$ cat config.mk
export PLATFORM = sky130hd
export DESIGN_NAME = slot_execution_budget_monitor
export DESIGN_NICKNAME = d
export VERILOG_FILES = /design/src/design/sebm_pkg.sv /design/src/design/slot_execution_budget_monitor.sv /design/src/design/sebm_slot_update.sv
export VERILOG_INCLUDE_DIRS = /design/src /design/src/design
export SDC_FILE = /design/constraint.sdc
export NUM_CORES = 1
export LEC_CHECK = 0
export BUFFER_PORTS_ARGS = -buffer_cell sky130_fd_sc_hd__buf_2
export CELL_PAD_IN_SITES_DETAIL_PLACEMENT = 1
export CELL_PAD_IN_SITES_GLOBAL_PLACEMENT = 1
export CORE_ASPECT_RATIO = 0.75
export CORE_UTILIZATION = 51
export DETAILED_ROUTE_END_ITERATION = 10
export HOLD_SLACK_MARGIN = 0.08
export PLACE_DENSITY_LB_ADDON = 0.08
export SLEW_MARGIN = 15
export SYNTH_ARGS = -nofsm -noshare
export SYNTH_HDL_FRONTEND = slang
export SYNTH_SLANG_ARGS = --single-unit
$ cat constraint.sdc
create_clock -name clock -period 8.7 [get_ports clock]
set_input_delay 0.435 -clock clock [delete_from_list [all_inputs] [get_ports clock]]
set_output_delay 0.435 -clock clock [all_outputs]
set_load 0.02 [all_outputs]
$ cat src/design/slot_execution_budget_monitor_macros.svh
// Assertion macros for the slot execution budget monitor.
// Included by the modules that carry concurrent checks; no other dependencies.
`ifndef SLOT_EXECUTION_BUDGET_MONITOR_MACROS_SVH
`define SLOT_EXECUTION_BUDGET_MONITOR_MACROS_SVH

`ifndef SYNTHESIS
// Same-cycle implication, held off while reset is high.
`define SEBM_ASSERT_IMPLY(name, clk, rst, ante, cons) \
   name: assert property (@(posedge clk) disable iff (rst) (ante) |-> (cons)) \
      else $error("sebm: same-cycle check failed");
// Next-cycle implication, held off while reset is high.
`define SEBM_ASSERT_NEXT(name, clk, rst, ante, cons) \
   name: assert property (@(posedge clk) disable iff (rst) (ante) |=> (cons)) \
      else $error("sebm: next-cycle check failed");
`else
`define SEBM_ASSERT_IMPLY(name, clk, rst, ante, cons)
`define SEBM_ASSERT_NEXT(name, clk, rst, ante, cons)
`endif

`endif

$ cat src/design/sebm_pkg.sv
// Shared types and constants for the slot execution budget monitor.
// No dependencies; used by sebm_slot_update and the top level.
package sebm_pkg;

   localparam int SLOT_COUNT = 4;
   localparam int SLOT_IDX_W = (SLOT_COUNT > 1) ? $clog2(SLOT_COUNT) : 1;
   localparam int BUDGET_REGS = 4;

   localparam logic [6:0]  ERROR_LIMIT    = 7'd100;
   localparam logic [3:0]  OVERRUN_LIMIT  = 4'd10;
   localparam logic [31:0] DEFAULT_BUDGET_RESET = 32'd10000;

   // operation codes
   localparam logic OP_REPORT = 1'b0;
   localparam logic OP_CLEAR  = 1'b1;

   // register indexes
   localparam logic [2:0] CSR_ENABLE_MASK    = 3'd0;
   localparam logic [2:0] CSR_DEFAULT_BUDGET = 3'd1;
   localparam logic [2:0] CSR_BUDGET_SLOT0   = 3'd2;
   localparam logic [2:0] CSR_BUDGET_SLOT1   = 3'd3;
   localparam logic [2:0] CSR_BUDGET_SLOT2   = 3'd4;
   localparam logic [2:0] CSR_BUDGET_SLOT3   = 3'd5;

   typedef enum logic [2:0] {
      ST_SKIPPED     = 3'd0,
      ST_OK          = 3'd1,
      ST_OVER_BUDGET = 3'd2,
      ST_STOP_BUDGET = 3'd3,
      ST_CALL_ERROR  = 3'd4,
      ST_STOP_ERRORS = 3'd5,
      ST_CLEARED     = 3'd6
   } status_type;

   typedef struct packed {
      logic        operation;
      logic [1:0]  slot;
      logic        call_failed;
      logic [31:0] exec_time_us;
   } req_type;

   typedef struct packed {
      status_type  status;
      logic        forward_events;
      logic [31:0] frames_done;
      logic [6:0]  errors_seen;
      logic [3:0]  overrun_count;
      logic [31:0] worst_time;
      logic [31:0] time_sum;
   } rsp_type;

   typedef struct packed {
      logic [31:0] frame_counter;
      logic [6:0]  error_counter;
      logic [3:0]  overrun_counter;
      logic [31:0] longest_time;
      logic [31:0] total_time;
      logic        slot_faulted;
   } record_type;

   typedef struct packed {
      logic       write;
      record_type rec;
   } update_type;

endpackage

$ cat src/design/slot_execution_budget_monitor.sv
// Slot execution budget monitor: an accepted transaction is held in the request
// register, and its result strobe comes from the result register after it.
// Throughput is one transaction per cycle, set by a single read-modify-write
// of the slot record between the request register and the result register.
// Reset is synchronous: records clear, registers take their reset values,
// and busy is high only while reset is held. The receiver cannot stall.
// Depends on sebm_pkg, sebm_slot_update and the assertion macro header.
`include "slot_execution_budget_monitor_macros.svh"

module slot_execution_budget_monitor (
   input  logic              clock,
   input  logic              reset,
   input  logic              start,
   output logic              busy,
   input  sebm_pkg::req_type req_item,
   output logic              rsp_valid,
   output sebm_pkg::rsp_type rsp_item,
   input  logic              csr_write,
   input  logic [2:0]        csr_index,
   input  logic [31:0]       csr_wdata
);

   // configuration registers
   logic [3:0]  enable_mask_ff;
   logic [31:0] default_budget_ff;
   logic [31:0] slot_budget_ff [sebm_pkg::BUDGET_REGS];

   // request stage
   logic              item_valid_ff;
   sebm_pkg::req_type item_ff;

   // per-slot records
   sebm_pkg::record_type rec_ff [sebm_pkg::SLOT_COUNT];

   // result stage
   logic              rsp_valid_ff;
   sebm_pkg::rsp_type rsp_ff;
   sebm_pkg::rsp_type rsp_in;

   logic                          accept;
   logic                          in_range;
   logic [sebm_pkg::SLOT_IDX_W-1:0] slot_idx;
   sebm_pkg::record_type          cur_rec;
   sebm_pkg::update_type          upd;

   // hold off new transactions only while reset is applied
   assign busy   = reset;
   assign accept = start && !busy;

   // ---------------------------------------------------------------
   // Configuration writes; indexes beyond the list are dropped.
   // ---------------------------------------------------------------
   always_ff @(posedge clock) begin
      if (reset) begin
         enable_mask_ff    <= '0;
         default_budget_ff <= sebm_pkg::DEFAULT_BUDGET_RESET;
         for (int i = 0; i < sebm_pkg::BUDGET_REGS; i++) begin
            slot_budget_ff[i] <= '0;
         end
      end else if (csr_write) begin
         unique case (csr_index)
            sebm_pkg::CSR_ENABLE_MASK:    enable_mask_ff    <= csr_wdata[3:0];
            sebm_pkg::CSR_DEFAULT_BUDGET: default_budget_ff <= csr_wdata;
            sebm_pkg::CSR_BUDGET_SLOT0:   slot_budget_ff[0] <= csr_wdata;
            sebm_pkg::CSR_BUDGET_SLOT1:   slot_budget_ff[1] <= csr_wdata;
            sebm_pkg::CSR_BUDGET_SLOT2:   slot_budget_ff[2] <= csr_wdata;
            sebm_pkg::CSR_BUDGET_SLOT3:   slot_budget_ff[3] <= csr_wdata;
            default: ;
         endcase
      end
   end

   // ---------------------------------------------------------------
   // Request register: capture every accepted transaction.
   // ---------------------------------------------------------------
   always_ff @(posedge clock) begin
      if (reset) begin
         item_valid_ff <= 1'b0;
      end else begin
         item_valid_ff <= accept;
      end
   end

   always_ff @(posedge clock) begin
      if (accept) begin
         item_ff <= req_item;
      end
   end

   // ---------------------------------------------------------------
   // Record select. The record written at the previous edge is already
   // in place, so back-to-back reports on one slot need no forwarding.
   // ---------------------------------------------------------------
   assign in_range = (32'(item_ff.slot) < sebm_pkg::SLOT_COUNT);
   assign slot_idx = sebm_pkg::SLOT_IDX_W'(item_ff.slot);

   always_comb begin
      if (in_range) begin
         cur_rec = rec_ff[slot_idx];
      end else begin
         cur_rec = '0;
      end
   end

   sebm_slot_update u_update (
      .item           (item_ff),
      .in_range       (in_range),
      .enabled        (enable_mask_ff[item_ff.slot]),
      .cur_rec        (cur_rec),
      .slot_budget    (slot_budget_ff[item_ff.slot]),
      .default_budget (default_budget_ff),
      .upd            (upd),
      .rsp            (rsp_in)
   );

   // write back the slot record
   always_ff @(posedge clock) begin
      if (reset) begin
         for (int i = 0; i < sebm_pkg::SLOT_COUNT; i++) begin
            rec_ff[i] <= '0;
         end
      end else if (item_valid_ff && upd.write) begin
         rec_ff[slot_idx] <= upd.rec;
      end
   end

   // ---------------------------------------------------------------
   // Result register: one strobe per transaction, never held.
   // ---------------------------------------------------------------
   always_ff @(posedge clock) begin
      if (reset) begin
         rsp_valid_ff <= 1'b0;
      end else begin
         rsp_valid_ff <= item_valid_ff;
      end
   end

   always_ff @(posedge clock) begin
      if (item_valid_ff) begin
         rsp_ff <= rsp_in;
      end
   end

   assign rsp_valid = rsp_valid_ff;
   assign rsp_item  = rsp_ff;

   // ---------------------------------------------------------------
   // Checks
   // ---------------------------------------------------------------
   `SEBM_ASSERT_NEXT(a_accept_gives_two_cycle_result, clock, reset, accept, item_valid_ff ##1 rsp_valid)
   `SEBM_ASSERT_IMPLY(a_forward_matches_status, clock, reset, rsp_valid, rsp_item.forward_events == ((rsp_item.status == sebm_pkg::ST_OK) || (rsp_item.status == sebm_pkg::ST_OVER_BUDGET)))
   `SEBM_ASSERT_IMPLY(a_budget_stop_at_limit, clock, reset, rsp_valid && (rsp_item.status == sebm_pkg::ST_STOP_BUDGET), rsp_item.overrun_count == sebm_pkg::OVERRUN_LIMIT)
   `SEBM_ASSERT_IMPLY(a_error_stop_at_limit, clock, reset, rsp_valid && (rsp_item.status == sebm_pkg::ST_STOP_ERRORS), rsp_item.errors_seen == sebm_pkg::ERROR_LIMIT)
   `SEBM_ASSERT_IMPLY(a_clear_empties_record, clock, reset, rsp_valid && (rsp_item.status == sebm_pkg::ST_CLEARED), (rsp_item.frames_done == 32'd0) && (rsp_item.time_sum == 32'd0))

endmodule

$ cat src/design/sebm_slot_update.sv
// Next-record and result logic for one slot report or clear.
// Depends on sebm_pkg.
module sebm_slot_update (
   input  sebm_pkg::req_type    item,
   input  logic                 in_range,
   input  logic                 enabled,
   input  sebm_pkg::record_type cur_rec,
   input  logic [31:0]          slot_budget,
   input  logic [31:0]          default_budget,
   output sebm_pkg::update_type upd,
   output sebm_pkg::rsp_type    rsp
);

   logic [31:0]          eff_budget;
   logic [6:0]           err_inc;
   logic [3:0]           ovr_inc;
   sebm_pkg::record_type nxt;
   sebm_pkg::status_type status;
   logic                 write;

   assign eff_budget = (slot_budget != 32'd0) ? slot_budget : default_budget;
   assign err_inc    = cur_rec.error_counter + 7'd1;
   assign ovr_inc    = cur_rec.overrun_counter + 4'd1;

   always_comb begin
      nxt    = cur_rec;
      status = sebm_pkg::ST_SKIPPED;
      write  = 1'b0;
      if (in_range) begin
         if (item.operation == sebm_pkg::OP_CLEAR) begin
            nxt    = '0;
            status = sebm_pkg::ST_CLEARED;
            write  = 1'b1;
         end else if (enabled && !cur_rec.slot_faulted) begin
            write = 1'b1;
            if (item.call_failed) begin
               if (err_inc >= sebm_pkg::ERROR_LIMIT) begin
                  nxt.error_counter = sebm_pkg::ERROR_LIMIT;
                  nxt.slot_faulted  = 1'b1;
                  status            = sebm_pkg::ST_STOP_ERRORS;
               end else begin
                  nxt.error_counter = err_inc;
                  status            = sebm_pkg::ST_CALL_ERROR;
               end
            end else begin
               nxt.frame_counter = cur_rec.frame_counter + 32'd1;
               nxt.total_time    = cur_rec.total_time + item.exec_time_us;
               if (item.exec_time_us > cur_rec.longest_time) begin
                  nxt.longest_time = item.exec_time_us;
               end
               if (item.exec_time_us > eff_budget) begin
                  if (ovr_inc >= sebm_pkg::OVERRUN_LIMIT) begin
                     nxt.overrun_counter = sebm_pkg::OVERRUN_LIMIT;
                     nxt.slot_faulted    = 1'b1;
                     status              = sebm_pkg::ST_STOP_BUDGET;
                  end else begin
                     nxt.overrun_counter = ovr_inc;
                     status              = sebm_pkg::ST_OVER_BUDGET;
                  end
               end else begin
                  // short frame: forgive earlier overruns
                  if (item.exec_time_us < (eff_budget >> 1)) begin
                     nxt.overrun_counter = 4'd0;
                  end
                  status = sebm_pkg::ST_OK;
               end
            end
         end
      end
   end

   always_comb begin
      upd.write = write;
      upd.rec   = nxt;
      rsp.status         = status;
      rsp.forward_events = (status == sebm_pkg::ST_OK) ||
                           (status == sebm_pkg::ST_OVER_BUDGET);
      if (in_range) begin
         rsp.frames_done   = nxt.frame_counter;
         rsp.errors_seen   = nxt.error_counter;
         rsp.overrun_count = nxt.overrun_counter;
         rsp.worst_time    = nxt.longest_time;
         rsp.time_sum      = nxt.total_time;
      end else begin
         rsp.frames_done   = '0;
         rsp.errors_seen   = '0;
         rsp.overrun_count = '0;
         rsp.worst_time    = '0;
         rsp.time_sum      = '0;
      end
   end

endmodule

==> metrics.md <==
| Metric | Value |
|---|---|
| Starting DRT DRC Count | `2255` |
| Hold EP | `default_budget_ff[24]$_SDFFE_PP0P_` |
| Outcome | `finished, final reports clean` |
| Min-delay worst type | `primary input to register` |
| DP Worst Slack | `2131 ps` |
| Row count | `82` |
| Final hold viol count | `0` |
| IO Count | `188` |
| Crit Path Class | `register to register` |
| Inserted Diodes | `0` |
| Hold Path Depth | `3` |
| Critical Path AT | `7100 ps` |
| Netlist cell types | `68` |
| Final setup fails | `0` |
| Max H-tree Level | `3` |
| Area of the mapped netlist | `0.03507 sq mm` |
| Post-CTS sizing | `0` |
| Global-route wire length before repair | `153.6 mm` |
| Setup TNS | `0 ps` |
| Adder-cell share of the synthesized area | `4.588%` |
| Vias | `22900` |
| Gr ovfl total | `0` |
| Die area | `0.06983 sq mm` |
| Yosys reg bits | `747` |
| CTS Buffer Depth | `3` |
| Wl on met1 | `44.44 mm` |
| Via/cell ratio | `6.041` |
| CORE AREA | `0.06741 sq mm` |
| Slowest CP cell | `dfxtp_4` |
| Reg-to-Reg End | `rec_ff[0][66]$_SDFFCE_PN0P_` |
| Number of flops mapped to enable cells by yosys | `707` |
| Synth Area in Compound Gates | `5.384%` |
| FF-to-FF path depth | `18` |
| Critical-path maximum fanout | `28` |
| Layout Nets | `3051` |
| Top post-synthesis cells by area | `edfxtp_1 61%, mux4_2 9.0%, nor2_1 5.2%` |
| Slowest Stage Delay on Critical Path | `710 ps` |
| CP Capture Type | `register` |
| Yosys warning total | `0` |
| Req. time, crit path | `9160 ps` |
| Final worst slack | `2060 ps` |
| Post-Synth Simple-Gate Area | `12.76%` |
| Share of cells above drive strength 1 | `17.95%` |
| Clock Sinks | `747` |
| Antenna violations before repair | `2` |
| Worst-skew pair later-pin latency | `640 ps` |
| Maxcap violations | `0` |
| Cell Pwr Density | `215.2 mW/mm^2` |
| Net Count, Synth | `2821` |
| Post-synthesis mux area share | `10.43%` |
| Cell area after layout | `0.04002 sq mm` |
| Most common cell after layout, fill and taps aside | `edfxtp_1` |
| Met2 Wirelength | `47.84 mm` |
| Antenna Nets Post-Route | `0` |
| Placed instance area | `0.03704 sq mm` |
| Max-slew violations | `0` |
| Number of global-route vias before repair | `24760` |
| Avg Cell Area, Syn | `13.40 sq um` |
| Worst hold start | `csr_wdata[24]` |
| Routed wire length | `102.2 mm` |
| Starting density of the core | `52.03%` |
| Buffers on Ports | `187` |
| Max frequency | `150.6 MHz` |
| Largest family of logic cells by synthesized area | `simple AND/OR/NAND/NOR gates` |
| Post-route DRC | `0` |
| HPWL Detailed | `64.13 mm` |
| Clock skew | `25.42 ps` |
| Tcrit/Tclk final | `76.33%` |
| Routed met3 length | `7.720 mm` |
| RSZ-0062 raised after global routing | `false` |
| Area growth from synthesis to layout | `14.11%` |
| Mapped Cells | `2618` |
| Highest routed layer | `met5` |
| Post-synthesis sequential area ratio | `62.82%` |
| Die Width | `304.8 um` |
| Worst reg-to-reg setup slack | `2060 ps` |
| Main synth FF type | `edfxtp_1` |
| Worst-path cell chain | `buf_4, mux4_2, nor4_1, nand4_1, nor2_2, buf_4, a21oi_1, ha_1, nand4b_1, nor3_1, nand4_1, or4_1, nor4_1, a221oi_1, o211ai_1, o311a_4, a22oi_2, nor2_1` |
| CTS tree | `done` |
| Synth top area share | `60.54%` |
| Worst VDD drop | `0.1288 mV` |
| Min cycle time layout | `6640 ps` |
| Async S/R FF share, synth | `0%` |
| GRT Total Usage | `29.61%` |
| Most frequent cells in the layout | `707 x edfxtp_1, 481 x nor2_1, 187 x buf_2` |
| CTS clk-pin slew, worst paths | `70 ps` |
| Total iterations of the first detailed-routing run | `5` |
| WL per Instance | `26.97 um` |
| Largest net degree at the start of global routing | `110` |
| Worst Setup Start Kind | `register` |
| Die Height | `229.1 um` |
| LEAKAGE | `15.16 nW` |
| Placer Congestion | `0.8834` |
| Cts bufs inserted | `75` |
| Synth Area in XOR/XNOR | `1.449%` |
| Cell accounting for the most synthesized area | `edfxtp_1` |
| Worst slew margin | `31.01%` |
| Slew @ Worst Pin | `1034 ps` |
| Final Util | `59.36%` |
| Root Buffer | `clkbuf_16` |
==> what timing repair did <==
| action | CTS | global route |
|---|---|---|
| setup endpoints to repair | 0 | 0 |
| hold buffers | 57 | 0 |
| hold endpoints to repair | 59 | 0 |
| buffers inserted | 0 | 0 |
==> worst max path at each step <==
stage                                         from                     endpoint  slack [ps]  depth (start not counted)
after floorplan           item_valid_ff$_SDFF_PP0_   rec_ff[0][0]$_SDFFCE_PN0P_        2120                          5
after detailed placement                  register  rec_ff[0][66]$_SDFFCE_PN0P_        2130                         18
after global routing                      register  rec_ff[0][66]$_SDFFCE_PN0P_        1680                         18
after global placement                    register  rec_ff[0][66]$_SDFFCE_PN0P_        2410                         18
final                                     register  rec_ff[0][66]$_SDFFCE_PN0P_        2060                         18
after CTS                                 register  rec_ff[0][66]$_SDFFCE_PN0P_        2090                         18
==> sequential cells by signal, summed over array words and instances (netlist names), named ones only <==
name / cells
default_budget_ff: 32
rsp_valid: 1
slot_idx: 2
slot_budget_ff: 128
item_ff: 34
enable_mask_ff: 4
rsp_item: 111
rec_ff: 432
item_valid_ff: 1
==> area by class of cell <==
class	count	area, sq um
timing repair buffer	284	1844
fill	6580	27390
clock inverter	34	289.0
tap	882	1104
multi-input combinational	1647	12280
sequential	747	22040
clock buffer	103	2107
inverter	93	349.1
==> critical path: cells and delay by family, from the launching register on <==
family | cells | cell delay, ps
AND/OR/NAND/NOR | 9 | 2770
flip-flops | 1 | 710
AO/OA/AOI/OAI | 5 | 950
buffers and inverters | 2 | 1020
multiplexers | 1 | 660
adder cells (fa/ha/maj) | 1 | 340
==> logic make-up after synthesis <==
| family | Yosys count |
|---|---|
| muxes | 190 |
| adders and majority gates | 128 |
| AOI/OAI and AO/OA | 295 |
| and+or+nand+nor | 976 |
| buffers and inverters | 224 |
| xor gates and xnor gates | 58 |
| DFF | 747 |
==> metrics by stage <==
| step | cells | hold slack [ps] | total power, W |
|---|---|---|---|
| 2_1_floorplan | 2618 | 436.7 | 0.005022 |
| 3_3_place_gp | 3596 | 449.5 | 0.005362 |
| 3_5_place_dp | 3596 | 461.0 | 0.005418 |
| 4_1_cts | 3790 | 81.49 | 0.008652 |
| 5_1_grt | 3790 | 100.7 | 0.008885 |
| 6_report | 3790 | 107.2 | 0.008613 |
==> where the power goes <==
part           internal, W  leakage (nW)  switching, W
registers          0.00411          7.44      0.000111
clock network      0.00184          1.17       0.00139
logic             0.000445          6.54      0.000712
total              0.00640          15.2       0.00221
==> per-layer routing <==
metal | GRT usage (%) | vias up
li1 | - | 10070
met1 | 41.78 | 11850
met2 | 47.40 | 835
met3 | 5.672 | 144
met4 | 7.639 | 2
met5 | 0 | -
==> cells in the mapped netlist, types with 10 or more instances <==
| library cell | n |
|---|---|
| and2_1 | 159 |
| buf_2 | 18 |
| and3_1 | 15 |
| buf_1 | 11 |
| ha_1 | 127 |
| inv_1 | 93 |
| a21oi_1 | 125 |
| mux2i_1 | 46 |
| dfxtp_1 | 40 |
| nor2b_1 | 14 |
| o21ai_0 | 40 |
| a21o_1 | 60 |
| nand2b_1 | 11 |
| nor3_1 | 34 |
| xor2_1 | 24 |
| nand2_1 | 165 |
| nand3_1 | 15 |
| mux4_2 | 140 |
| or2_2 | 10 |
| edfxtp_1 | 707 |
| nor4_1 | 13 |
| nor2_1 | 483 |
| nand4_1 | 29 |
| clkbuf_1 | 94 |
| xnor2_1 | 34 |
No activity file was read; power rests on OpenSTA's default activity.
